[config.mk]
export PLATFORM = sky130hd
export DESIGN_NAME = ffes_mono
export DESIGN_NICKNAME = d
export VERILOG_FILES = /design/src/sv/ffes_pkg.sv /design/src/sv/ffes_mono.sv
export SDC_FILE = /design/constraint.sdc
export NUM_CORES = 1
export LEC_CHECK = 0
export BUFFER_PORTS_ARGS = -buffer_cell sky130_fd_sc_hd__buf_2
export CAP_MARGIN = 20
export CORE_MARGIN = 10
export CORE_UTILIZATION = 50
export CTS_CLUSTER_DIAMETER = 60
export DETAILED_ROUTE_END_ITERATION = 6
export PLACE_DENSITY = 0.78
export SLEW_MARGIN = 10
export SYNTH_ARGS = -nofsm -noshare
export SYNTH_HDL_FRONTEND = slang
export SYNTH_SLANG_ARGS = --single-unit
[constraint.sdc]
create_clock -name clk -period 2.4 [get_ports clk]
set_clock_uncertainty 0.15 [all_clocks]
set_input_delay 0.48 -clock clk [delete_from_list [all_inputs] [get_ports clk]]
set_output_delay 0.48 -clock clk [all_outputs]
set_load 0.05 [all_outputs]
[src/sv/ffes_pkg.sv]
// ----------------------------------------------------------------------------
// ffes_pkg
// Shared widths, types and constants for the frame field edge singularity
// block.
// ----------------------------------------------------------------------------
package ffes_pkg;

  localparam int FRAME_BITS = 16;
  localparam int PROD_BITS  = 2 * FRAME_BITS;
  // three products summed exactly
  localparam int DOT_BITS   = PROD_BITS + 2;

  typedef logic signed [FRAME_BITS-1:0] entry_t;
  typedef entry_t                       frame_t [0:8];
  typedef logic signed [PROD_BITS-1:0]  prod_t;
  typedef logic signed [DOT_BITS-1:0]   dot_t;

  // Signed permutation by columns: column j maps to row row[j] with sign neg[j].
  typedef struct packed {
    logic [2:0][1:0] row;
    logic [2:0]      neg;
  } perm_t;

  localparam perm_t PERM_IDENT = '{row: {2'd2, 2'd1, 2'd0}, neg: 3'b000};

  // Per-item flags carried down the pipeline.
  typedef struct packed {
    logic first;
    logic last;
    logic bnd;
  } ctrl_t;

endpackage

[src/sv/ffes_mono.sv]
// ----------------------------------------------------------------------------
// ffes_mono
// Running monodromy held as a signed column permutation; folds in the step
// and closing transitions and registers the singularity flag.
// ----------------------------------------------------------------------------
module ffes_mono (
  input  logic            clk,
  input  logic            rst,
  input  logic            retire,
  input  ffes_pkg::ctrl_t ctrl,
  input  ffes_pkg::perm_t t_step,
  input  ffes_pkg::perm_t t_close,
  output logic            singular
);
  import ffes_pkg::*;

  perm_t mono;
  perm_t m_step;
  perm_t m_close;
  perm_t mono_next;
  logic  is_ident;

  // Compose T * M column by column: column j of M is +-e[row], T sends e[row] on.
  always_comb begin
    m_step = ctrl.first ? PERM_IDENT : mono;
    if (!ctrl.first) begin
      for (int j = 0; j < 3; j++) begin
        m_step.row[j] = t_step.row[mono.row[j]];
        m_step.neg[j] = mono.neg[j] ^ t_step.neg[mono.row[j]];
      end
    end
    m_close = m_step;
    for (int j = 0; j < 3; j++) begin
      m_close.row[j] = t_close.row[m_step.row[j]];
      m_close.neg[j] = m_step.neg[j] ^ t_close.neg[m_step.row[j]];
    end
    mono_next = ctrl.last ? m_close : m_step;
    is_ident  = (m_close == PERM_IDENT);
  end

  always_ff @(posedge clk) begin
    if (rst) begin
      mono <= PERM_IDENT;
    end else if (retire) begin
      mono <= mono_next;
    end
  end

  always_ff @(posedge clk) begin
    if (retire && ctrl.last) begin
      singular <= !ctrl.bnd && !is_ident;
    end
  end

endmodule

---- Word level (Yosys, flattened, before mapping) ----
Index checks and enable logic that the tools add are counted.
word-level totals
  register bits ........................... 10
  input bits .............................. 24
  output and inout bits ................... 1
  word-level logic and storage cells ...... 48
cells by class
  order comparisons ....................... 6
  equal/unequal tests ..................... 1
  muxes and demuxes ....................... 26
  bitwise operators ....................... 6
  reduce and logical (&&, ||, !) cells .... 4
operators with widths
  kind                                                                          count
  2-bit binary-select mux with 2-bit select                                     6
  2-bit by 3-bit less-than comparator with 1-bit output, second input constant  6
  9-bit two-way mux                                                             2
  1-bit binary-select mux with 2-bit select                                     6
  2-bit two-way mux                                                             6
  9-bit == test, second input constant                                          1
  1-bit two-way mux                                                             6
  1-bit bitwise XOR                                                             6
  1-bit logical AND                                                             2
  1-bit logical NOT                                                             2

---- Longest topological paths before layout ----
  depth in word-level cells ............... 10
  mapped depth ............................ 7
  mapped depth without buffers ............ 6

---- Least setup slack after synthesis ----
OpenSTA, ideal clock, no wires.
  path type ............................... input -> register
  from .................................... input port t_step[3] in the netlist's numbering
  to ...................................... register singular, data pin
  library setup time ...................... 0.273 ns
  data arrival time ....................... 1.830 ns
  data required time ...................... 1.977 ns
  path slack .............................. 0.147 ns
  stages .................................. 6
  path buffers ............................ 0
  path through ............................ mux2_4 > or3_1 > a32o_1 > and4_4 > nor4_2 > a41oi_1
between the ends
  longest elaborated chain between the ends .. 9
  elaborated cells on any way between the ends .. 25
  classes of those cells .................. eq/ne: 1; mux: 19; bitwise: 3; reduce/logical: 2
RTL lines
  element                                    line             text
  start, declared                            ffes_mono.sv:11  input ffes_pkg::perm_t t_step,
  2-bit binary-select mux with 2-bit select  ffes_mono.sv:28  m_step.row[j] = t_step.row[mono.row[j]];
  2-bit two-way mux (not written as such)    ffes_mono.sv:28
  9-bit two-way mux *                        ffes_mono.sv:26  if (!ctrl.first) begin
  1-bit binary-select mux with 2-bit select  ffes_mono.sv:35  m_close.neg[j] = m_step.neg[j] ^ t_close.neg[m_step.row[j]];
  1-bit two-way mux (not written as such)    ffes_mono.sv:35
  1-bit bitwise XOR                          ffes_mono.sv:35
  9-bit == test *                            ffes_mono.sv:38  is_ident = (m_close == PERM_IDENT);
  1-bit logical NOT *                        ffes_mono.sv:51  singular <= !ctrl.bnd && !is_ident;
  1-bit logical AND *                        ffes_mono.sv:51
  end signal, assigned                       ffes_mono.sv:51
  end, declared                              ffes_mono.sv:13  output logic singular
Every way passes the cells marked *; elsewhere a longest branch is shown, timed or not. The select of a mux whose other input is x is not followed.
A chain may end at the register's enable or synchronous reset.

---- Worst setup path after layout ----
  from .................................... register mono[3] in the netlist's numbering
  to ...................................... register singular, data pin
between the ends
  longest elaborated chain between the ends .. 9
  elaborated cells on any way between the ends .. 14
  classes of those cells .................. eq/ne: 1; mux: 9; bitwise: 2; reduce/logical: 2
RTL lines
  element                                    line             text
  start, declared                            ffes_mono.sv:17  perm_t mono;
  start signal, assigned                     ffes_mono.sv:45  mono <= mono_next;
  2-bit binary-select mux with 2-bit select  ffes_mono.sv:28
  2-bit two-way mux (not written as such)    ffes_mono.sv:28
  9-bit two-way mux *                        ffes_mono.sv:26
  1-bit binary-select mux with 2-bit select  ffes_mono.sv:35
  1-bit two-way mux (not written as such)    ffes_mono.sv:35
  1-bit bitwise XOR                          ffes_mono.sv:35
  9-bit == test *                            ffes_mono.sv:38
  1-bit logical NOT *                        ffes_mono.sv:51
  1-bit logical AND *                        ffes_mono.sv:51
Marks and branches as above.

==> qor.yml <==
status: "finished, final reports clean"
crit_buf_inv: 0
maxSlewHeadroom: 0.695
yosys_most_used_dff: "dfxtp_1"
setup_viol: 0
tightestPinTransition_ps: 457
die-area_um2: 4910
drc: 0
cts_root_buf: "clkbuf_4"
synthTopCellsByCount: "12 x nor2_1, 11 x o21ai_0, 10 x mux2i_1"
postRouteAntennaNets: 0
io_pins: 25
path_clk_slew_ps: 70
r2r_end: "singular$_DFFE_PP_"
yosysUniqueCellTypes: 54
grt_max_degree: 17
area_delta_synth_final_pct: 20.4
crit_cells: 6
ys_seq_elements: 10
cts_buffers: 3
slew_viol_final: 0
drt_wl_total_um: 4140
cts_tree: "done"
end_kind: "flip-flop"
hold_viol: 0
crit_chain: "mux2_4 > or3_1 > a32o_1 > and4_4 > nor4_2 > a41oi_1"
place_inst: 220
clk-insertion-delay-late_ps: 280
rows: 18
drive_above_1_share: 0.294
cts.sinks: 10
grt_pass1_vias: 1495
synth-edff-count: 1
synth_area_leaders: "dfxtp_1 14%, mux2i_1 8.0%, a211oi_1 5.4%, o21ai_0 4.4%, nand3b_1 3.6%"
synthesis.area_um2: 1250
cap_violations: 0
synthCells: 161
synth_nets: 185
cts_max_level: 1
die_y_um: 70.1
cp_slowest_cell: "dfxtp_2"
cts_hold_buf: 0
fin_crit_ps: 2270
r2r_start: "mono[3]$_SDFFE_PP0P_"
gp_congestion: 0.915
cp-endpoint: "singular$_DFFE_PP_"
rsz0062_at_grt: "no"
crit_required_ps: 2260
diodes: 0
grt_pass1_wl_um: 6980
nets: 219
ys_seq_area_frac: 0.167
period_share: 0.944
firstDrtPassIters: 4
ys_async_sr_fraction: 0
yosysTopAreaCell: "dfxtp_1"
antenna_found_initial: 0
syn_avg_cell_area_um2: 7.79
leakage_nw: 0.643
worst_setup_path_start_kind: "flip-flop"
vdd_drop_max_mv: 0.416
post-synth-top-count-cell: "nor2_1"
grtUsageTotal: 0.170
avgViaCountPerCell: 6.32
dp_hpwl_um: 3340
slowest_delay_ps: 370
final_cells: 224
clk_path_buf_depth: 2
power_density_nw_per_um2: 425
cp_top_family: "simple AND/OR/NAND/NOR gates"
overflow: 0
tns_ps: 0
reg2reg_slack_ps: 130
postCtsSetupBuffers: 0
io_buffers: 24
arrival_ps: 2130
max_freq_mhz: 441
avgRoutedWirePerCell_um: 18.5
crit_fanout: 3
hp-class: "in -> reg"
routed-via-count: 1416
cp-startpoint: "mono[3]$_SDFFE_PP0P_"
start_util: 0.516
synth_top_cell_area_share: 0.144
critPathKind: "reg -> reg"
drt_iter0_drc: 78
yosysWarnings: 0
r2r_cells: 6
core_um2: 2430
die_x_um: 70.1
-- worst min path at each step --
stage                               startpoint                    to  slack (ps)  depth (start not counted)
after floorplan           mono[1]$_SDFFE_PP0P_  mono[1]$_SDFFE_PP0P_         320                          2
after global placement    mono[1]$_SDFFE_PP0P_  mono[1]$_SDFFE_PP0P_         340                          2
after detailed placement  mono[2]$_SDFFE_PP0P_  mono[2]$_SDFFE_PP0P_         350                          2
after CTS                              ctrl[0]    singular$_DFFE_PP_         330                          2
after global routing                   ctrl[0]    singular$_DFFE_PP_         330                          2
final                                      rst  mono[3]$_SDFFE_PP0P_         330                          2
-- per-layer routing --
layer,share of wire,vias to the layer above,track usage
met2,0.49,59,0.289
met4,0.026,0,0.0833
met5,0,-,0
li1,-,689,-
met3,0.075,11,0.0395
met1,0.41,657,0.193
-- area by class of cell --
class | instances | area [um^2]
clock buffers | 4 | 26.3
well taps | 30 | 37.5
multi-input cells | 132 | 965
repair buffers | 40 | 240
inverters | 8 | 30.0
fillers | 234 | 921
flip-flops and latches | 10 | 213
-- flip-flops by register name, indices dropped and copies added, names as in the netlist --
| register | count |
|---|---|
| mono | 9 |
| singular | 1 |
-- report_power, final --
part / leakage (nW) / total (mW) / switching [mW] / internal [mW]
logic: 0.544 / 0.311 / 0.165 / 0.145
registers: 0.0840 / 0.204 / 0.0213 / 0.183
clock network: 0.0150 / 0.127 / 0.0628 / 0.0645
total: 0.643 / 0.642 / 0.249 / 0.393
-- worst register-to-register path: cells and delay by family, from the launching register on --
| family | cells | cell delay (ps) |
|---|---|---|
| AO/OA/AOI/OAI | 2 | 430 |
| flip-flops | 1 | 370 |
| multiplexers | 1 | 310 |
| AND/OR/NAND/NOR | 3 | 740 |
-- repair_timing --
action / 4_1_cts / 5_1_grt
resized for setup: 1 / 3
endpoints found under the setup margin: 1 / 3
gates cloned: 0 / 0
-- through the flow --
stage,util,power (mW),hold WS [ps],setup WS (ps),instance area [um^2]
finish,0.621,0.642,332,134,1510
global route,0.621,0.687,328,0.591,1510
CTS,0.619,0.639,334,65.6,1510
detailed placement,0.608,0.512,350,-66.7,1480
global placement,0.608,0.499,342,-35.7,1480
floorplan,-,0.410,325,147,1250
-- cells in the final DEF, fill, tap and decap left out, drive strengths merged, types with 4 or more instances in the layout --
master,n
nor2,12
nand2,7
clkbuf,4
nor3,5
nand3b,6
nor4,4
inv,8
dfxtp,9
a2bb2oi,4
mux2i,10
buf,40
a21oi,8
a211oi,9
o21ai,12
xnor2,4
-- cells by family after synthesis --
group,share of synthesized area
AO/OA/AOI/OAI,0.354
XOR/XNOR,0.0489
buffers and inverters,0.0668
flip-flops,0.167
multiplexers,0.110
AND/OR/NAND/NOR,0.253
Power figures use the tool's default switching activity.
